==> config.mk <==
export PLATFORM = sky130hd
export DESIGN_NAME = swz_ram
export DESIGN_NICKNAME = d
export VERILOG_FILES = /design/src/hdl/sliding_window_zscore_detector_core_defines.svh /design/src/hdl/swz_ram.sv
export SDC_FILE = /design/constraint.sdc
export NUM_CORES = 1
export LEC_CHECK = 0
export BUFFER_PORTS_ARGS = -buffer_cell sky130_fd_sc_hd__buf_2
export CORE_MARGIN = 2
export CORE_UTILIZATION = 40
export CTS_CLUSTER_SIZE = 30
export DETAILED_ROUTE_END_ITERATION = 6
export SETUP_SLACK_MARGIN = 0.2
export SLEW_MARGIN = 25
export SYNTH_ARGS = -nofsm -noshare
export SYNTH_HDL_FRONTEND = slang
export SYNTH_SLANG_ARGS = --single-unit
==> constraint.sdc <==
create_clock -name clock -period 3.7 [get_ports clock]
set_input_delay 0.37 -clock clock [delete_from_list [all_inputs] [get_ports clock]]
set_output_delay 0.37 -clock clock [all_outputs]
set_load 0.03 [all_outputs]
==> src/hdl/sliding_window_zscore_detector_core_defines.svh <==
// Assertion macros shared by the detector RTL.
`ifndef SLIDING_WINDOW_ZSCORE_DETECTOR_CORE_DEFINES_SVH
`define SLIDING_WINDOW_ZSCORE_DETECTOR_CORE_DEFINES_SVH

// Condition that must hold at every clock edge outside reset.
`define SWZ_ASSERT_ALWAYS(lbl, clk, rst, cond, msg) \
   lbl: assert property (@(posedge clk) disable iff (rst) (cond)) else $error(msg);

// Condition that must hold in the same cycle as a trigger.
`define SWZ_ASSERT_IMPLY(lbl, clk, rst, ante, cons, msg) \
   lbl: assert property (@(posedge clk) disable iff (rst) (ante) |-> (cons)) else $error(msg);

`endif

==> src/hdl/swz_ram.sv <==
// Generic single-write, single-read RAM with registered read data.
module swz_ram #(
   parameter int WIDTH = 16,
   parameter int DEPTH = 64
) (
   input  logic                     clock,
   input  logic                     we,
   input  logic [$clog2(DEPTH)-1:0] waddr,
   input  logic [WIDTH-1:0]         wdata,
   input  logic [$clog2(DEPTH)-1:0] raddr,
   output logic [WIDTH-1:0]         rdata
);

   logic [WIDTH-1:0] mem_ff [DEPTH];
   logic [WIDTH-1:0] rdata_ff;

   always_ff @(posedge clock) begin
      if (we) begin
         mem_ff[waddr] <= wdata;
      end
      rdata_ff <= mem_ff[raddr];
   end

   assign rdata = rdata_ff;

endmodule

# After elaboration in Yosys (flattened, before gate mapping)
# Memories as Yosys holds them, arrays and structs flattened. A register that Yosys moved wholly into a read port is not among the register bits.
# Cells that the tools add are included.
[word_totals] ff_bits=0 ram_bits=1024 input_bits=30 out_inout_bits=16 wordCells=3 memories=1
[memory_table] name="mem_ff" depth=64 word_bits=16 rd=1 rd_ports_with_merged_regs=1 wr=1 line="swz_ram.sv:14" source="logic [WIDTH-1:0] mem_ff [DEPTH];"
[op_classes] mux=2
[op_table] op="$mux 1" count=2

# Logic depth before layout (Yosys ltp)
# Gate-level depths: netlist (run 1).
[logic_depth] ltp_word=2 depth_mapped=10

# Least setup slack after synthesis (run 1)
# Ideal clock, no wire load.
[synth_path] kind="input to register" start="input waddr[3]" end="memory mem_ff[48][0] (enable)" setup_time_ns=0.409 t_arrival_ns=1.996 setup_slack_ns=1.295 cell_stages=4 path_buffers=1 cell_sequence="clkbuf_1 nor2b_1 nand4b_1 nor3_1"
[synth_lines] element="start: declaration" line="swz_ram.sv:8" source="input logic [$clog2(DEPTH)-1:0] waddr,"
[synth_lines] element="end: declaration" line="swz_ram.sv:14"
# Straight into the memory's write port.

==> results of run 1 <==
[worst max-delay path, cell delays in order, from the launching register on]
cell      delay, ns
edfxtp_1       0.37
mux4_2         0.47
mux2i_1        0.43
a22oi_1        0.16
a31oi_1        0.64
a311oi_1       0.10
[power by group through the flow]
stage / sequential, µW / combinational, µW / clock (µW)
3_3_place_gp: 13300 / 1260 / 0
4_1_cts: 13100 / 1280 / 10700
6_report: 13100 / 1260 / 10600
2_1_floorplan: 13400 / 675 / 0
5_1_grt: 13100 / 1340 / 11200
3_5_place_dp: 13300 / 1280 / 0
[cell families (layout without fill, tap and decap cells)]
| kind of cell | count (synthesis) | count (layout) |
|---|---|---|
| other | 0 | 7 |
| buffers and inverters | 104 | 376 |
| muxes | 336 | 336 |
| and+or+nand+nor | 220 | 220 |
| DFF | 1040 | 1040 |
| AOI/OAI and AO/OA | 129 | 129 |
[flip-flops by register name, indices dropped and copies added (netlist names)]
name and flops:
mem_ff 1024, rdata 16
[per-layer routing]
metal  global-route usage, %  up-vias
met5                       0        -
met4                    4.08       10
met3                    3.53      135
met2                    31.6      723
met1                    26.1    10400
li1                        -     8075
[cells in the mapped netlist, types with 2 or more instances]
master    instances  area [µm²]
a211o_1           8        70.1
a211oi_1          8        60.1
a21oi_1          17        85.1
a221o_1           6        60.1
a221oi_1         16         140
a22o_1            6        52.6
a22oi_1          39         293
a311oi_1          8        70.1
a31oi_1           8        50.1
a41oi_1           5        43.8
and2_1            2        12.5
and4_1            5        43.8
buf_1             3        11.3
buf_12            5         100
buf_2            36         180
buf_4            13        97.6
buf_6            17         191
buf_8             3        45.0
clkbuf_1         24        90.1
clkbuf_2          2        10.0
dfxtp_1          16         320
edfxtp_1       1024       30700
mux2_2           27         304
mux2i_1          85         851
mux4_1            4         105
mux4_2          220        4950
nand2_1          59         221
nand2b_1          3        18.8
nand3_1          24         120
nand3b_1          2        15.0
nand4_1          12        75.1
nor2_1           72         270
nor2_2            2        12.5
nor2b_1          30         188
nor3_1            2        10.0
nor4_2            3        37.5
o21ai_0           5        25.0
o21ai_1           3        15.0
[how the worst max path moves through the flow]
stage	start	end	depth (start not counted)
final	mem_ff[22][4]	rdata[4]	5
after global placement	raddr[0]	rdata[9]	7
after floorplan	waddr[3]	mem_ff[48][0]	4
after CTS	mem_ff[22][4]	rdata[4]	5
after global routing	mem_ff[23][4]	rdata[4]	5
after detailed placement	raddr[0]	rdata[9]	7
[through the flow]
| step | std cells | hold slack (ns) | instance area (µm²) | total power [µW] | worst slack, ns |
|---|---|---|---|---|---|
| after CTS | 3399 | 0.0515 | 45800 | 25100 | 1.36 |
| after detailed placement | 3201 | 0.739 | 42300 | 14600 | 0.730 |
| final | 3406 | 0.0874 | 45800 | 24900 | 1.39 |
| after global routing | 3399 | 0.0741 | 45800 | 25600 | 1.33 |
| after floorplan | 1829 | 0.469 | 40000 | 14000 | 1.30 |
| after global placement | 3201 | 0.732 | 42300 | 14600 | 0.725 |
[cell type report]
class	instances	area, µm²
fillers	8185	53900
flip-flops and latches	1040	31100
multi-input cells	685	8250
clock buffers	133	2800
well taps	1298	1620
repair buffers	178	1380
clock inverters	65	668
diodes	7	17.5
==> results by group, run 1 <==
Clocking
  • Worst-Skew Late Latency: approximately 0.67 ns
  • CTS HTree Levels: 3
  • TritonCTS Buffers: roughly 110
  • Clock-pin slew on the worst setup and hold paths: approximately 0.060 ns
  • Resized cells post-CTS: 0
  • CTS sink count: around 1000
  • Root Driver: clkbuf_16
  • Post CTS Setup Buffer Count: 0
  • CTS Buffer Depth: 3
  • CTS tree: yes
  • Hold Buf Count CTS: 0

Synthesis
  • Fraction of the mapped netlist area in adder cells: 0%
  • Largest family of logic cells by synthesized area: multiplexers
  • Syn Inst Count: between 1500 and 2000
  • Mapped Area: roughly 40000 µm²
  • Post-synthesis simple-gate area fraction: ~2.6%
  • XOR/XNOR Fraction of Synth Area: 0%
  • Synthesis Warnings: 0
  • Avg Inst Size Synth: 21.9 µm²
  • Synth Net Count: 1859
  • Synth Area in Compound Gates: under 10%
  • Ys async rst share: 0%
  • Proportion of synthesized area in mux cells: 15.5%
  • Distinct cells, synth: between 40 and 50
  • Top_reg_cell synth: edfxtp_1
  • Number of enable flip-flop cells after synthesis: 1024
  • Sequential-to-total area share from yosys stat: between 70 and 80%
  • Yosys reg bits: 1040

Cells and area
  • Commonest non-fill, non-tap cell in the layout: edfxtp_1
  • Share of cells above drive strength 1: around 28%
  • Syn-to-layout area delta: 14.4%
  • Final core occ: 46.0%
  • Final #Nets: slightly above 2000
  • Most frequent cells in the layout: edfxtp_1 (1024), mux4_2 (220), buf_4 (127), clkbuf_16 (106), mux2i_1 (85)

Placement
  • IO Port Bufs: 45
  • Gpl congestion: around 0.80
  • Post-DP HPWL: between 50000 and 60000 µm

STA
  • Final period utilization: about 62%
  • Hold Vio Cnt, Final: 0
  • Slew Limit Fails: 0
  • RSZ-0062 raised after global routing: false
  • Skew final: ~0.024 ns
  • Fin crit period: 2.31 ns
  • FMAX: 432 MHz
  • Worst Max-Slew Pin Slew: between 0.9 and 1 ns
  • Final setup vio count: 0
  • Setup TNS: 0 ns
  • Relative slew margins: 37.0%

Flow run
  • Total of max-cap violations: 0

Critical path
  • CP endpoint kind: register
  • Max FO, Critical Path: 1
  • CP startpoint kind: register
  • Crit Path Class: reg2reg
  • RR Endpoint: rdata[4]
  • WP data arrival: roughly 2.8 ns
  • FF-to-FF path depth: 5
  • R2R setup slack: 1.39 ns
  • R2R Path Start: mem_ff[22][4]
  • Worst Path Required: ~4.2 ns

Hold path
  • Hold Startpoint: wdata[14]
  • Worst min path class: in2reg
  • Worst hold stages: 1
  • Hold endpoint: mem_ff[31][14]

Pwr
  • Maximum VDD drop: about 0.00041 V
  • Clock power frac: approximately 42%
  • Sw frac: about a fifth
  • Comb power frac: between 5 and 6%
  • Sequential share of power: between 50% and 60%
  • Power Density: between 500 and 600 nW/µm²
  • Switching Power: approximately 5200 µW
  • Internal cell power: 19700 µW
  • P_leak: roughly 0.015 µW

GRT
  • Grt total ovfl: 0
  • Initial antenna violation count: 8
  • Vias in the first global route: ~20000
  • Total GRT Usage: 19.0%
  • Pin count of the biggest net entering global routing: 65
  • First-pass GRT wire length: roughly 140000 µm

Die
  • Initial Util: roughly 40%
  • Placeable Area: approximately 100000 µm²
  • Row cnt: roughly 120
  • Die ar.: just over 100000 µm²
  • Die height: approximately 320 µm
  • Die Wd: 320 µm
  • Top-Level Pins: 46

Route
  • Routed length on met3: 6750 µm
  • Initial DRT Pass Iterations: 5
  • Routed Antenna Nets: 0
  • Via Count: ~19000
  • Vias/cell: around 5.7
  • Routed len/inst: 28.4 µm
  • Total routed wirelength: between 90000 and 100000 µm
  • Met1 WL: ~40000 µm
  • DR DRC count: 0
  • Routed wl met2: around 48000 µm
  • Top Metal Used: met5
  • Initial DRC count: approximately 2000

Outcome
  • Status: complete, no violations
Note: power is estimated with default switching activity, not from simulation.
==> run 2: changes to the inputs <==
==> constraint.sdc (replaced) <==
create_clock -name clock -period 2 [get_ports clock]
set_input_delay 0.2 -clock clock [delete_from_list [all_inputs] [get_ports clock]]
set_output_delay 0.2 -clock clock [all_outputs]
set_load 0.03 [all_outputs]
==> results by group, run 2 (synthesis results as in run 1) <==
Route
  • Routed Antenna Nets: 0 (unchanged)
  • DR DRC count: 0 (unchanged)
  • Via Count: 19700 (was 19300)
  • Initial DRT Pass Iterations: 5 (unchanged)
  • Total routed wirelength: 97200 µm (was 96800 µm)
  • Vias/cell: 5.60 (was 5.68)
  • Routed len/inst: 27.7 µm (was 28.4 µm)
  • Initial DRC count: 2180 (was 1988)

GRT
  • Total GRT Usage: 19.1% (was 19.0%)
  • Pin count of the biggest net entering global routing: 65 (unchanged)
  • Grt total ovfl: 0 (unchanged)
  • First-pass GRT wire length: 141000 µm (was 140000 µm)
  • Initial antenna violation count: 13 (was 8)
  • Vias in the first global route: 20400 (was 19600)

Cells and area
  • Final core occ: 48.0% (was 46.0%)
  • Commonest non-fill, non-tap cell in the layout: edfxtp_1 (unchanged)
  • Layout Cells excl Fill: 3515 (was 3406)
  • Fill count: 7983 (was 8185)
  • Most frequent cells in the layout: edfxtp_1 (1024), mux4_2 (220), buf_4 (163), clkbuf_16 (106), mux2i_1 (84) (was edfxtp_1 (1024), mux4_2 (220), buf_4 (127), clkbuf_16 (106), mux2i_1 (85))
  • Share of cells above drive strength 1: 34.0% (was 28.2%)
  • Syn-to-layout area delta: 19.4% (was 14.4%)
  • Final #Nets: 2153 (was 2040)
  • Largest Register: mem_ff (unchanged)
  • Largest register FFs: 1024 (unchanged)

STA
  • Final period utilization: 98.3% (was 62.5%)
  • RSZ-0062 raised after global routing: true (was false)
  • Relative slew margins: 35.9% (was 37.0%)
  • Final setup vio count: 0 (unchanged)
  • FMAX: 508 MHz (was 432 MHz)
  • Hold Vio Cnt, Final: 0 (unchanged)
  • Slew Limit Fails: 0 (unchanged)
  • Fin crit period: 1.97 ns (was 2.31 ns)
  • Skew final: 0.0161 ns (was 0.0237 ns)
  • Worst Max-Slew Pin Slew: 0.960 ns (was 0.945 ns)
  • Hold slack: 0.0559 ns (was 0.0874 ns)

Outcome
  • Status: complete, no violations (unchanged)

Clocking
  • Clock-pin slew on the worst setup and hold paths: 0.06 ns (about the same)
  • CTS sink count: 1040 (unchanged)
  • TritonCTS Buffers: 105 (unchanged)
  • Hold Buf Count CTS: 0 (unchanged)
  • CTS tree: yes (unchanged)
  • Worst-Skew Late Latency: 0.67 ns (about the same)
  • CTS HTree Levels: 3 (unchanged)
  • CTS Buffer Depth: 3 (unchanged)
  • Root Driver: clkbuf_16 (unchanged)
  • Post CTS Setup Buffer Count: 0 (unchanged)

Placement
  • IO Port Bufs: 45 (unchanged)
  • Post-DP HPWL: 59900 µm (was 59200 µm)
  • Gpl congestion: 0.801 (was 0.799)
  • DP Cell Count: 3314 (was 3201)

Die
  • Placeable Area: 99700 µm² (unchanged)
  • Die ar.: 103000 µm² (unchanged)
  • Row cnt: 116 (unchanged)
  • Die Wd: 320 µm (unchanged)
  • Die height: 320 µm (unchanged)
  • Top-Level Pins: 46 (unchanged)
  • Initial Util: 40.2% (unchanged)

Flow run
  • Total of max-cap violations: 0 (unchanged)

Critical path
  • CP max stage cell: mux4_2 (was a31oi_1)
  • Slowest cell delay on critical path: 0.49 ns (was 0.64 ns)
  • CP top delay family: multiplexers (was compound AO/OA/AOI/OAI gates)
  • Crit path depth: 5 (unchanged)
  • CP startpoint kind: register (unchanged)
  • Worst Path Required: 2.56 ns (was 4.21 ns)
  • Crit Path Class: reg2reg (unchanged)
  • FF-to-FF path depth: 5 (unchanged)
  • WP data arrival: 2.53 ns (was 2.82 ns)
  • Max FO, Critical Path: 2 (was 1)
  • Cell Chain, Critical Path: mux4_2, mux2_4, nand2_2, nand4_1, and4_1 (was mux4_2, mux2i_1, a22oi_1, a31oi_1, a311oi_1)
  • CP endpoint kind: register (unchanged)
  • Buf/Inv on CP: 0 (unchanged)

Pwr
  • Maximum VDD drop: 0.000606 V (was 0.000412 V)
  • Power Total: 46500 µW (was 24900 µW)
  • Power Density: 973 nW/µm² (was 544 nW/µm²)
  • P_leak: 0.0154 µW (was 0.0145 µW)

Hold path
  • Worst hold stages: 2 (was 1)
  • Worst min path class: in2reg (unchanged)
==> run 2: changes by cell type in the layout (fill, tap and decap cells not counted), sizes merged <==
cell,delta
buf,+114
clkinvlp,+1
inv,+2
clkbuf,-14
bufinv,+2
clkinv,+6
diode,-2
==> run 2: cell type report <==
cell class	instances	area [µm²]	area share [%]
multi-input combinational	685	8500	17.8
tap	1298	1620	3.40
clock inverter	76	767	1.60
antenna	5	12.5	0.0262
timing repair buffer	291	3160	6.60
sequential	1040	31100	65.0
clock buffer	120	2710	5.66
==> run 2: worst paths after layout <==
path                                      from             to  slack (ns)
worst min register to register   mem_ff[3][10]      rdata[10]        0.87
worst min-delay path                  wdata[0]  mem_ff[34][0]        0.06
worst max register to register  mem_ff[22][14]      rdata[14]        0.03
worst max-delay path            mem_ff[22][14]      rdata[14]        0.03
==> run 2: timing repair <==
action,CTS,global route
setup endpoints to repair,12,13
gates resized for setup,27,12
pin swaps,29,8
==> run 2: per-layer routing <==
metal  up-vias  track usage, %  part of all wire [%]
met5         -               0                 0.028
met3       136            3.20                   6.3
met1     10600            26.4                    42
met4         6            5.94                   2.8
li1       8297               -                     -
met2       677            31.1                    49
==> run 2: power by group <==
part           leakage, µW  internal (µW)  switching (µW)
clock              0.00168          11500            8100
sequential         0.00935          24100            83.8
combinational      0.00435           1110            1590
total               0.0154          36800            9780
==> run 2: per-stage QoR <==
stage	worst slack (ns)	area, µm²	TNS (ns)
after floorplan	-0.158	40100	-26.98
after global placement	-0.520	44100	-5.57
after detailed placement	-0.501	44100	-5.77
after CTS	0.0372	47800	0
after global routing	-0.0123	47800	-0.0123
final	0.0334	47800	0
