===== src/hdl/sliding_window_zscore_detector_core_defines.svh =====
// Assertion macros shared by the detector RTL.
`ifndef SLIDING_WINDOW_ZSCORE_DETECTOR_CORE_DEFINES_SVH
`define SLIDING_WINDOW_ZSCORE_DETECTOR_CORE_DEFINES_SVH

// Condition that must hold at every clock edge outside reset.
`define SWZ_ASSERT_ALWAYS(lbl, clk, rst, cond, msg) \
   lbl: assert property (@(posedge clk) disable iff (rst) (cond)) else $error(msg);

// Condition that must hold in the same cycle as a trigger.
`define SWZ_ASSERT_IMPLY(lbl, clk, rst, ante, cons, msg) \
   lbl: assert property (@(posedge clk) disable iff (rst) (ante) |-> (cons)) else $error(msg);

`endif


===== src/hdl/swz_pkg.sv =====
// Shared constants, codes and structures of the z-score detector.
package swz_pkg;

   localparam int WINDOW_MAX  = 64;
   localparam int WINDOW_MIN  = 4;
   localparam int LEN_DEFAULT = (32 <= WINDOW_MAX) ? 32 : WINDOW_MAX;
   localparam int ADDR_W      = $clog2(WINDOW_MAX);
   localparam int CNT_W       = $clog2(WINDOW_MAX + 1);
   localparam int MINS_RESET  = 5;
   localparam int ZLIM_RESET  = 768;

   localparam int CSR_IDX_W  = 2;
   localparam int CSR_DATA_W = 15;
   localparam int ZLIM_W     = 15;

   localparam int TEMP_W  = 16;
   localparam int HUM_W   = 14;
   localparam int LIGHT_W = 12;

   // Datapath widths of the statistics.
   localparam int SMP_W   = 16;
   localparam int SQ_W    = 2 * SMP_W - 1;
   localparam int S_W     = SMP_W + CNT_W;
   localparam int Q_W     = SQ_W + CNT_W;
   localparam int CQ_W    = Q_W + CNT_W;
   localparam int D_W     = CQ_W;
   localparam int N_W     = SMP_W + CNT_W + 1;
   localparam int AN_W    = N_W - 1;
   localparam int N2_W    = 2 * AN_W;
   localparam int MSTEP_W = $clog2(AN_W);

   // Divider and square root.
   localparam int LIGHT_SH   = 8;
   localparam int HUNDRED_W  = AN_W + 7;
   localparam int NUM_W      = HUNDRED_W + LIGHT_SH;
   localparam int STEP_W     = $clog2(NUM_W + 1);
   localparam int RATIO_FRAC = 16;
   localparam int SAT_EXP    = 14;
   localparam int ROOT_W     = 15;
   localparam int RAD_W      = SAT_EXP + RATIO_FRAC;
   localparam int ROOT_CNT_W = $clog2(ROOT_W + 1);
   localparam int REM_W      = ROOT_W + 4;

   localparam int Z_W   = 16;
   localparam int MAG_W = 16;
   localparam int Z_SAT = 32768;
   localparam int Z_MAX = 32767;

   localparam logic FUNC_PUSH  = 1'b0;
   localparam logic FUNC_CHECK = 1'b1;

   localparam logic [1:0] CH_TEMP  = 2'd0;
   localparam logic [1:0] CH_HUM   = 2'd1;
   localparam logic [1:0] CH_LIGHT = 2'd2;
   localparam logic [1:0] CH_NONE  = 2'd3;

   localparam logic [CSR_IDX_W-1:0] REG_WINDOW_LENGTH = 2'd0;
   localparam logic [CSR_IDX_W-1:0] REG_MIN_SAMPLES   = 2'd1;
   localparam logic [CSR_IDX_W-1:0] REG_Z_LIMIT       = 2'd2;

   typedef struct packed {
      logic                    start;
      logic [1:0]              chan;
      logic signed [SMP_W-1:0] value;
      logic [CNT_W-1:0]        count;
   } job_type;

   typedef struct packed {
      logic                  valid;
      logic signed [Z_W-1:0] z_score;
      logic                  anomaly;
      logic [CNT_W-1:0]      samples_used;
   } res_type;

   typedef struct packed {
      logic              start;
      logic [D_W-1:0]    pr_init;
      logic [NUM_W-1:0]  num;
      logic [D_W-1:0]    divisor;
      logic [STEP_W-1:0] steps;
   } div_req_type;

   typedef struct packed {
      logic             busy;
      logic             done;
      logic [NUM_W-1:0] quotient;
   } div_stat_type;

   typedef struct packed {
      logic             start;
      logic [RAD_W-1:0] radicand;
   } sqrt_req_type;

   typedef struct packed {
      logic              busy;
      logic              done;
      logic [ROOT_W-1:0] root;
   } sqrt_stat_type;

endpackage


===== src/hdl/swz_div.sv =====
// Restoring divider that retires one quotient bit per cycle.
module swz_div import swz_pkg::*; (
   input  logic         clock,
   input  logic         reset,
   input  div_req_type  div_req,
   output div_stat_type div_stat
);

   logic              busy_ff;
   logic              done_ff;
   logic [STEP_W-1:0] cnt_ff;
   logic [D_W-1:0]    pr_ff;
   logic [NUM_W-1:0]  num_ff;
   logic [D_W-1:0]    divs_ff;
   logic [NUM_W-1:0]  quo_ff;
   logic [D_W:0]      trial;
   logic              fits;

   assign trial = {pr_ff, num_ff[NUM_W-1]};
   assign fits  = trial >= {1'b0, divs_ff};

   always_ff @(posedge clock) begin
      if (reset) begin
         busy_ff <= 1'b0;
         done_ff <= 1'b0;
         cnt_ff  <= '0;
      end else begin
         done_ff <= 1'b0;
         if (div_req.start) begin
            busy_ff <= 1'b1;
            cnt_ff  <= div_req.steps;
            pr_ff   <= div_req.pr_init;
            num_ff  <= div_req.num;
            divs_ff <= div_req.divisor;
            quo_ff  <= '0;
         end else if (busy_ff) begin
            if (fits) begin
               pr_ff <= D_W'(trial - {1'b0, divs_ff});
            end else begin
               pr_ff <= trial[D_W-1:0];
            end
            quo_ff <= {quo_ff[NUM_W-2:0], fits};
            num_ff <= {num_ff[NUM_W-2:0], 1'b0};
            cnt_ff <= cnt_ff - 1'b1;
            if (cnt_ff == STEP_W'(1)) begin
               busy_ff <= 1'b0;
               done_ff <= 1'b1;
            end
         end
      end
   end

   assign div_stat.busy     = busy_ff;
   assign div_stat.done     = done_ff;
   assign div_stat.quotient = quo_ff;

endmodule


===== src/hdl/swz_sqrt.sv =====
// Digit-by-digit integer square root, one root bit per cycle.
module swz_sqrt import swz_pkg::*; (
   input  logic          clock,
   input  logic          reset,
   input  sqrt_req_type  sqrt_req,
   output sqrt_stat_type sqrt_stat
);

   logic                  busy_ff;
   logic                  done_ff;
   logic [ROOT_CNT_W-1:0] cnt_ff;
   logic [RAD_W-1:0]      rad_ff;
   logic [REM_W-1:0]      rem_ff;
   logic [ROOT_W-1:0]     root_ff;
   logic [REM_W-1:0]      cur;
   logic [REM_W-1:0]      trial;

   assign cur   = {rem_ff[REM_W-3:0], rad_ff[RAD_W-1 -: 2]};
   assign trial = REM_W'({root_ff, 2'b01});

   always_ff @(posedge clock) begin
      if (reset) begin
         busy_ff <= 1'b0;
         done_ff <= 1'b0;
         cnt_ff  <= '0;
      end else begin
         done_ff <= 1'b0;
         if (sqrt_req.start) begin
            busy_ff <= 1'b1;
            cnt_ff  <= ROOT_CNT_W'(ROOT_W);
            rad_ff  <= sqrt_req.radicand;
            rem_ff  <= '0;
            root_ff <= '0;
         end else if (busy_ff) begin
            if (cur >= trial) begin
               rem_ff  <= cur - trial;
               root_ff <= {root_ff[ROOT_W-2:0], 1'b1};
            end else begin
               rem_ff  <= cur;
               root_ff <= {root_ff[ROOT_W-2:0], 1'b0};
            end
            rad_ff <= {rad_ff[RAD_W-3:0], 2'b00};
            cnt_ff <= cnt_ff - 1'b1;
            if (cnt_ff == ROOT_CNT_W'(1)) begin
               busy_ff <= 1'b0;
               done_ff <= 1'b1;
            end
         end
      end
   end

   assign sqrt_stat.busy = busy_ff;
   assign sqrt_stat.done = done_ff;
   assign sqrt_stat.root = root_ff;

endmodule


===== src/hdl/swz_engine.sv =====
// Check sequencer: window sums, bit-serial products, divide and root.
`include "sliding_window_zscore_detector_core_defines.svh"
module swz_engine import swz_pkg::*; (
   input  logic                    clock,
   input  logic                    reset,
   input  job_type                 job,
   input  logic [CNT_W-1:0]        min_samples,
   input  logic [ZLIM_W-1:0]       z_limit,
   input  logic signed [SMP_W-1:0] rd_data,
   input  logic                    res_take,
   output logic [ADDR_W-1:0]       rd_addr,
   output res_type                 res,
   output logic                    idle
);

   typedef enum logic [3:0] {
      ST_IDLE, ST_READ, ST_MULC, ST_NPREP, ST_MULS, ST_DPREP,
      ST_DSEL, ST_DIV, ST_SQRT, ST_FIN, ST_OUT
   } state_type;

   state_type st_ff;

   logic [1:0]              chan_ff;
   logic signed [SMP_W-1:0] val_ff;
   logic [CNT_W-1:0]        cnt_ff;
   logic [CNT_W-1:0]        rd_idx_ff;
   logic                    vld1_ff;
   logic                    vld2_ff;
   logic signed [SMP_W-1:0] x_ff;
   logic [SQ_W-1:0]         sq_ff;
   logic signed [S_W-1:0]   s_ff;
   logic [Q_W-1:0]          q_ff;
   logic [MSTEP_W-1:0]      step_ff;
   logic [CNT_W-1:0]        mc_ff;
   logic [CQ_W-1:0]         qsh_ff;
   logic signed [N_W-1:0]   vsh_ff;
   logic [CQ_W-1:0]         cq_ff;
   logic signed [N_W-1:0]   cv_ff;
   logic signed [N_W-1:0]   n_ff;
   logic [AN_W-1:0]         an_ff;
   logic [AN_W-1:0]         ms_ff;
   logic [AN_W-1:0]         ma_ff;
   logic [CQ_W-1:0]         ssh_ff;
   logic [N2_W-1:0]         ash_ff;
   logic [CQ_W-1:0]         ss_ff;
   logic [N2_W-1:0]         n2_ff;
   logic [D_W-1:0]          d_ff;
   logic [HUNDRED_W-1:0]    h_ff;
   logic                    flr_ff;
   logic [MAG_W-1:0]        mag_ff;
   res_type                 res_ff;
   div_req_type             div_req_ff;
   sqrt_req_type            sqrt_req_ff;

   div_stat_type            div_stat;
   sqrt_stat_type           sqrt_stat;

   logic signed [2*SMP_W-1:0] sq_full;
   logic signed [N_W-1:0]     n_in;
   logic [2*CNT_W-1:0]        cc;
   logic                      floored;
   logic [N2_W-1:0]           n2_hi;
   logic [MAG_W-1:0]          z_pos;
   logic [MAG_W-1:0]          abs_z;

   assign sq_full = rd_data * rd_data;
   assign n_in    = cv_ff - N_W'(s_ff);
   assign cc      = cnt_ff * cnt_ff;
   assign floored = (chan_ff == CH_LIGHT) ? (d_ff < D_W'(cc)) : (d_ff == '0);
   assign n2_hi   = n2_ff >> SAT_EXP;
   assign z_pos   = (mag_ff > MAG_W'(Z_MAX)) ? MAG_W'(Z_MAX) : mag_ff;
   assign abs_z   = n_ff[N_W-1] ? mag_ff : z_pos;

   always_ff @(posedge clock) begin
      if (reset) begin
         st_ff             <= ST_IDLE;
         cnt_ff            <= '0;
         rd_idx_ff         <= '0;
         vld1_ff           <= 1'b0;
         vld2_ff           <= 1'b0;
         res_ff.valid      <= 1'b0;
         div_req_ff.start  <= 1'b0;
         sqrt_req_ff.start <= 1'b0;
      end else begin
         div_req_ff.start  <= 1'b0;
         sqrt_req_ff.start <= 1'b0;
         unique case (st_ff)
            ST_IDLE: begin
               if (job.start) begin
                  chan_ff   <= job.chan;
                  val_ff    <= job.value;
                  cnt_ff    <= job.count;
                  rd_idx_ff <= '0;
                  s_ff      <= '0;
                  q_ff      <= '0;
                  if (job.count == '0 || job.count < min_samples) begin
                     res_ff.valid        <= 1'b1;
                     res_ff.z_score      <= '0;
                     res_ff.anomaly      <= 1'b0;
                     res_ff.samples_used <= '0;
                     st_ff               <= ST_OUT;
                  end else begin
                     st_ff <= ST_READ;
                  end
               end
            end
            ST_READ: begin
               // Address, RAM data and square each take one register stage.
               if (rd_idx_ff < cnt_ff) begin
                  rd_idx_ff <= rd_idx_ff + 1'b1;
                  vld1_ff   <= 1'b1;
               end else begin
                  vld1_ff <= 1'b0;
               end
               vld2_ff <= vld1_ff;
               if (vld1_ff) begin
                  x_ff  <= rd_data;
                  sq_ff <= sq_full[SQ_W-1:0];
               end
               if (vld2_ff) begin
                  s_ff <= s_ff + S_W'(x_ff);
                  q_ff <= q_ff + Q_W'(sq_ff);
               end
               if (rd_idx_ff == cnt_ff && !vld1_ff && !vld2_ff) begin
                  mc_ff   <= cnt_ff;
                  qsh_ff  <= CQ_W'(q_ff);
                  vsh_ff  <= N_W'(val_ff);
                  cq_ff   <= '0;
                  cv_ff   <= '0;
                  step_ff <= '0;
                  st_ff   <= ST_MULC;
               end
            end
            ST_MULC: begin
               // c*Q and c*value share the bits of the count.
               if (mc_ff[0]) begin
                  cq_ff <= cq_ff + qsh_ff;
                  cv_ff <= cv_ff + vsh_ff;
               end
               mc_ff   <= mc_ff >> 1;
               qsh_ff  <= qsh_ff << 1;
               vsh_ff  <= vsh_ff <<< 1;
               step_ff <= step_ff + 1'b1;
               if (step_ff == MSTEP_W'(CNT_W - 1)) begin
                  st_ff <= ST_NPREP;
               end
            end
            ST_NPREP: begin
               n_ff    <= n_in;
               an_ff   <= n_in[N_W-1] ? AN_W'(-n_in) : AN_W'(n_in);
               ms_ff   <= s_ff[S_W-1] ? AN_W'(-s_ff) : AN_W'(s_ff);
               ma_ff   <= n_in[N_W-1] ? AN_W'(-n_in) : AN_W'(n_in);
               ssh_ff  <= s_ff[S_W-1] ? CQ_W'(-s_ff) : CQ_W'(s_ff);
               ash_ff  <= n_in[N_W-1] ? N2_W'(-n_in) : N2_W'(n_in);
               ss_ff   <= '0;
               n2_ff   <= '0;
               step_ff <= '0;
               st_ff   <= ST_MULS;
            end
            ST_MULS: begin
               // S*S and |n|*|n| in parallel.
               if (ms_ff[0]) begin
                  ss_ff <= ss_ff + ssh_ff;
               end
               if (ma_ff[0]) begin
                  n2_ff <= n2_ff + ash_ff;
               end
               ms_ff   <= ms_ff >> 1;
               ma_ff   <= ma_ff >> 1;
               ssh_ff  <= ssh_ff << 1;
               ash_ff  <= ash_ff << 1;
               step_ff <= step_ff + 1'b1;
               if (step_ff == MSTEP_W'(AN_W - 1)) begin
                  st_ff <= ST_DPREP;
               end
            end
            ST_DPREP: begin
               d_ff  <= (cq_ff >= ss_ff) ? D_W'(cq_ff - ss_ff) : '0;
               h_ff  <= HUNDRED_W'({an_ff, 6'b0}) + HUNDRED_W'({an_ff, 5'b0})
                        + HUNDRED_W'({an_ff, 2'b0});
               st_ff <= ST_DSEL;
            end
            ST_DSEL: begin
               if (floored) begin
                  flr_ff             <= 1'b1;
                  div_req_ff.start   <= 1'b1;
                  div_req_ff.pr_init <= '0;
                  div_req_ff.num     <= (chan_ff == CH_LIGHT)
                                        ? NUM_W'(an_ff) << LIGHT_SH
                                        : NUM_W'(h_ff) << LIGHT_SH;
                  div_req_ff.divisor <= D_W'(cnt_ff);
                  div_req_ff.steps   <= STEP_W'(NUM_W);
                  st_ff              <= ST_DIV;
               end else if (D_W'(n2_hi) >= d_ff) begin
                  // Ratio of at least 2^14 saturates before the root.
                  mag_ff <= MAG_W'(Z_SAT);
                  st_ff  <= ST_FIN;
               end else begin
                  flr_ff             <= 1'b0;
                  div_req_ff.start   <= 1'b1;
                  div_req_ff.pr_init <= D_W'(n2_hi);
                  div_req_ff.num     <= NUM_W'(n2_ff[SAT_EXP-1:0]) << (NUM_W - SAT_EXP);
                  div_req_ff.divisor <= d_ff;
                  div_req_ff.steps   <= STEP_W'(RAD_W);
                  st_ff              <= ST_DIV;
               end
            end
            ST_DIV: begin
               if (div_stat.done) begin
                  if (flr_ff) begin
                     mag_ff <= (div_stat.quotient >= NUM_W'(Z_SAT))
                               ? MAG_W'(Z_SAT) : div_stat.quotient[MAG_W-1:0];
                     st_ff  <= ST_FIN;
                  end else begin
                     sqrt_req_ff.start    <= 1'b1;
                     sqrt_req_ff.radicand <= div_stat.quotient[RAD_W-1:0];
                     st_ff                <= ST_SQRT;
                  end
               end
            end
            ST_SQRT: begin
               if (sqrt_stat.done) begin
                  mag_ff <= MAG_W'(sqrt_stat.root);
                  st_ff  <= ST_FIN;
               end
            end
            ST_FIN: begin
               res_ff.valid        <= 1'b1;
               res_ff.z_score      <= n_ff[N_W-1] ? $signed(MAG_W'(0) - mag_ff)
                                                  : $signed(z_pos);
               res_ff.anomaly      <= abs_z > MAG_W'(z_limit);
               res_ff.samples_used <= cnt_ff;
               st_ff               <= ST_OUT;
            end
            ST_OUT: begin
               if (res_take) begin
                  res_ff.valid <= 1'b0;
                  st_ff        <= ST_IDLE;
               end
            end
            default: st_ff <= ST_IDLE;
         endcase
      end
   end

   swz_div u_div (
      .clock    (clock),
      .reset    (reset),
      .div_req  (div_req_ff),
      .div_stat (div_stat)
   );

   swz_sqrt u_sqrt (
      .clock     (clock),
      .reset     (reset),
      .sqrt_req  (sqrt_req_ff),
      .sqrt_stat (sqrt_stat)
   );

   assign rd_addr = rd_idx_ff[ADDR_W-1:0];
   assign res     = res_ff;
   assign idle    = (st_ff == ST_IDLE);

   `SWZ_ASSERT_IMPLY(a_div_start_idle, clock, reset, div_req_ff.start, !div_stat.busy, "divider restarted while busy")
   `SWZ_ASSERT_IMPLY(a_sqrt_start_idle, clock, reset, sqrt_req_ff.start, !sqrt_stat.busy, "root unit restarted while busy")
   `SWZ_ASSERT_ALWAYS(a_rd_idx_bound, clock, reset, rd_idx_ff <= cnt_ff, "window read ran past the held count")

endmodule


===== config.mk =====
export PLATFORM = sky130hd
export DESIGN_NAME = swz_engine
export DESIGN_NICKNAME = d
export VERILOG_FILES = /design/src/hdl/swz_pkg.sv /design/src/hdl/swz_div.sv /design/src/hdl/swz_sqrt.sv /design/src/hdl/swz_engine.sv
export VERILOG_INCLUDE_DIRS = /design/src /design/src/hdl
export SDC_FILE = /design/constraint.sdc
export NUM_CORES = 2
export LEC_CHECK = 0
export ABC_CLOCK_PERIOD_IN_PS = 22600
export CORE_UTILIZATION = 65
export DETAILED_ROUTE_END_ITERATION = 10
export DONT_BUFFER_PORTS = 1
export PLACE_DENSITY = 0.82
export SYNTH_ARGS = -nofsm -noshare
export SYNTH_HDL_FRONTEND = slang
export SYNTH_HIERARCHICAL = 1
export SYNTH_SLANG_ARGS = --single-unit

===== constraint.sdc =====
create_clock -name clock -period 22.6 [get_ports clock]
set_clock_uncertainty 0.1 [all_clocks]
set_input_delay 3.39 -clock clock [delete_from_list [all_inputs] [get_ports clock]]
set_output_delay 3.39 -clock clock [all_outputs]
set_load 0.05 [all_outputs]

* After elaboration in Yosys (flattened, before gate mapping)
Cells that the tools add are included.
** Word-level totals
- Flip-flop bits (word level) :: 1080
- Output and inout bits :: 32
- Word-level logic and storage cells :: 265
** Operators by class
- Eq/ne operators :: 33
- Reductions and logical operators :: 44
- Mux-type cells :: 93
- $lt $le $gt $ge :: 10
- $mul :: 2
- Bitwise logic cells :: 7
- Add/sub/neg operators :: 21
** Operators with widths (number)
- $pmux W45 S2 :: 4
- $mux W45 :: 7
- $mux W135 :: 2
- $mux W38 :: 6
- $pmux W46 S2 :: 2
- $mux W16 :: 9
- $pmux W24 S2 :: 3
- $pmux W23 S2 :: 3
- $mux W23 :: 4
- $mux W46 :: 2
- $add A45 B45 Y45 :: 2
- $sub A45 B45 Y45 :: 2
- $pmux W38 S2 :: 1
- $mux W24 :: 3
- $mux W30 :: 2
- $mux W25 :: 2
- $mux W4 :: 12
- $pmux W16 S3 :: 1
- $add A46 B46 Y46 :: 1
- $ge A46 B45 Y1 :: 1
- $neg A23 Y23 :: 2
- $neg A24 Y46 :: 1
- $ge A32 B45 Y1 :: 1
- $ge A45 B45 Y1 :: 1
- 59 further kinds :: 136

* Logic depth before layout (Yosys ltp)
- Depth after elaboration :: 5
- Mapped depth :: 30

* Cells and area by module
The synthesis kept the hierarchy.
** By module, submodules not included
- swz_engine :: instances 1, cells each 5764, area each 58556.2 µm²
- swz_div :: instances 1, cells each 901, area each 9918.3 µm²
- swz_sqrt :: instances 1, cells each 334, area each 3778.6 µm²

* Least setup slack after synthesis
Ideal clock, no wire load.
- Kind :: register to register
- Start point :: register, netlist name cnt_ff[0]
- End point :: register div_req_ff[100] (netlist name) (enable)
- Setup slack :: 11.749 ns
- Stages on the path, launching flop included :: 30
- Clock period less this slack :: 10.851 ns
- Required time :: 21.922 ns
- Arrival :: 10.173 ns
- Cells stage by stage :: dfxtp_1 -> clkbuf_1 -> nand2_1 -> xor2_1 -> ha_1 -> inv_1 -> fa_1 -> inv_1 -> fa_1 -> inv_1 -> fa_1 -> inv_1 -> ha_1 -> a21oi_1 -> o21ai_0 -> a21o_1 -> a21o_1 -> a21o_1 -> a21oi_1 -> xor2_1 -> ha_1 -> nand4_1 -> a211oi_1 -> a2111oi_0 -> o211ai_1 -> nor2b_1 -> inv_1 -> or2_2 -> nand2b_1 -> nor2_1
** RTL lines
- end, declared :: RTL line swz_engine.sv:52 : div_req_type div_req_ff;

==> out/results.txt <==
hpwl dp: 123000 µm
pin count of the biggest net entering global routing: 188
Critical Setup Path Class: reg -> reg
vias: 52000
CP delay by family, top: adder cells
Slowest-stage cell, CP: buf_4
MaxCap Viol Count: 0
initial antenna violation count: 1
unrepaired setup endpoints after global routing: false
# IOs: 99
CP endpoint kind: flip-flop
LEAKAGE: 31.7 nW
Final Cycle Share: 42.6%
Avg Vias per Cell: 6.13
Fin Setup TNS: 0 ps
worst path buffer plus inverter count: 7
synthesized instance count: 6997
gr ovfl total: 0
routed length per instance: 19.6 µm
Req. time, crit path: 22820 ps
GPL Wtd Cong: 0.947
layout net count: 7802
TritonRoute pass-1 iters: 5
vias in the first global route: 51600
Post-CTS Setup Bufs: 0
cell area power density: 114 nW/µm²
die area: 112000 µm²
Root Driver: clkbuf_16
hold_buf cts: 0
Detailed Route Iter0 Violations: 4827
Starting Density: 66.0%
Final Hold Fails: 0
DR DRC count: 0
ant diodes: 0
buffers added on ports: 0
Clk Latency, worst-skew pair: 760 ps
Mean Syn Cell Area: 10.3 µm²
layout cell share with drive strength beyond 1: 5.98%
fin crit period: 9620 ps
Worst path max stage delay: 850 ps
Resized Gates After CTS: 0
YS warnings: 6
Core Region: 109000 µm²
Max Clock Freq: 104 MHz
Worst IR Drop VDD: 0.000181 V
hold slack final: 289 ps
slew margin rel.: 25.3%
CTS Sinks: 1043
Final Setup Violations: 0
Die W: 335 µm
Worst-Margin Slew: 1110 ps
row count: 121
crit path max fanout: 102
min-delay worst type: reg -> reg
area growth from synthesis to layout: 7.04%
GRT Util Overall: 29.7%
antenna-violating nets left: 0
status: finished clean
final total power: 8.85 mW
clock-pin transition on the worst setup and hold timing paths: 60 ps
clock buffer depth: 3
crit path launch type: flip-flop
Num CTS Buffers: 112
CTS tree: built
Crit path arrival time: 9840 ps
first-pass GRT wire length: 268000 µm
H-tree depth: 3
Routed WL: 166000 µm
crit-path most repeated cell: inv_1
Final Max Tran Viols: 0
die height: 335 µm
fillcell total: 7669
Synth Cell Area: 72200 µm²
-- worst register-to-register path: cells and delay by family, from the launching register on --
kind | cells | cell delay (ps)
adder cells (fa/ha/maj) | 6 | 2450
XOR/XNOR | 2 | 420
buffers and inverters | 7 | 1960
AND/OR/NAND/NOR | 6 | 1650
AO/OA/AOI/OAI | 9 | 2130
flip-flops | 1 | 420
-- through the flow --
| stage | std cells | utilization, % | setup slack, ps | cell area, µm² |
|---|---|---|---|---|
| floorplan | 7019 | - | 11750 | 72300 |
| global placement | 8265 | 67.2 | 12510 | 73500 |
| detailed placement | 8265 | 67.2 | 12460 | 73500 |
| CTS | 8478 | 70.6 | 12990 | 77300 |
| global route | 8478 | 70.6 | 12360 | 77300 |
| finish | 8478 | 70.6 | 12980 | 77300 |
-- report_power, final --
group | leakage [nW] | switching, mW | total, mW | internal (mW)
clock | 1.84 | 0.803 | 1.88 | 1.08
combinational | 20.3 | 2.58 | 4.27 | 1.69
sequential | 9.50 | 0.155 | 2.70 | 2.55
total | 31.7 | 3.54 | 8.85 | 5.31
-- cell usage in the layout (no fill, tap or decap), types with 42 or more instances in the layout --
cell type and count:
o21bai_1 46, nand2b_1 73, and2_1 146, nor3_1 145, xnor2_1 220, a21oi_1 443
a21o_1 217, clkbuf_16 113, inv_1 619, a211oi_1 58, mux2_2 99, fa_1 274
nor2_1 580, nand2_1 609, ha_1 558, a31oi_1 71, o21a_1 109, nand3_1 114
nor2b_1 101, xor2_1 140, o21ai_0 253, o211ai_1 46, nand4_1 68, and3_1 116
mux2i_1 42, edfxtp_1 1006
-- routing by layer --
metal | vias to the layer above | track usage, % | share of wire [%]
met3 | 381 | 4.19 | 6.2
met5 | - | 0 | 0.0054
li1 | 24800 | - | -
met4 | 2 | 12.2 | 4.1
met2 | 1746 | 49.4 | 47
met1 | 25100 | 39.0 | 42
-- final cells by class --
cell class                      instances  area (µm²)  share of cell area (%)
Multi-Input combinational cell       5083       38100                    49.2
Clock inverter                         83         901                    1.17
Clock buffer                          130        2890                    3.74
Sequential cell                      1043       31000                    40.0
Timing Repair Buffer                   39         305                   0.395
Tap cell                             1476        1850                    2.39
Inverter                              624        2340                    3.03
-- worst paths after layout --
check / from / endpoint / slack (ps) / cells after the start
hold / removal: div_req_ff[13] / u_div/divs_ff[7] / 290 / 0
setup reg to reg: cnt_ff[2] / div_req_ff[42] / 12980 / 30
hold reg to reg: div_req_ff[13] / u_div/divs_ff[7] / 290 / 0
setup / recovery: cnt_ff[2] / div_req_ff[42] / 12980 / 30
-- registers in the layout, indices dropped and copies added (netlist names), 24 cells and up --
name and flops:
vsh_ff 24, sqrt_req_ff 31, h_ff 28, cv_ff 24, q_ff 38, div_req_ff 109, u_div/divs_ff 45, u_div/quo_ff 38
u_sqrt/rad_ff 30, ssh_ff 45, qsh_ff 45, sq_ff 29, u_div/num_ff 38, cq_ff 45, ss_ff 45, u_div/pr_ff 45
d_ff 45, n2_ff 46, ash_ff 46, res 25
Power figures use the tool's default switching activity.
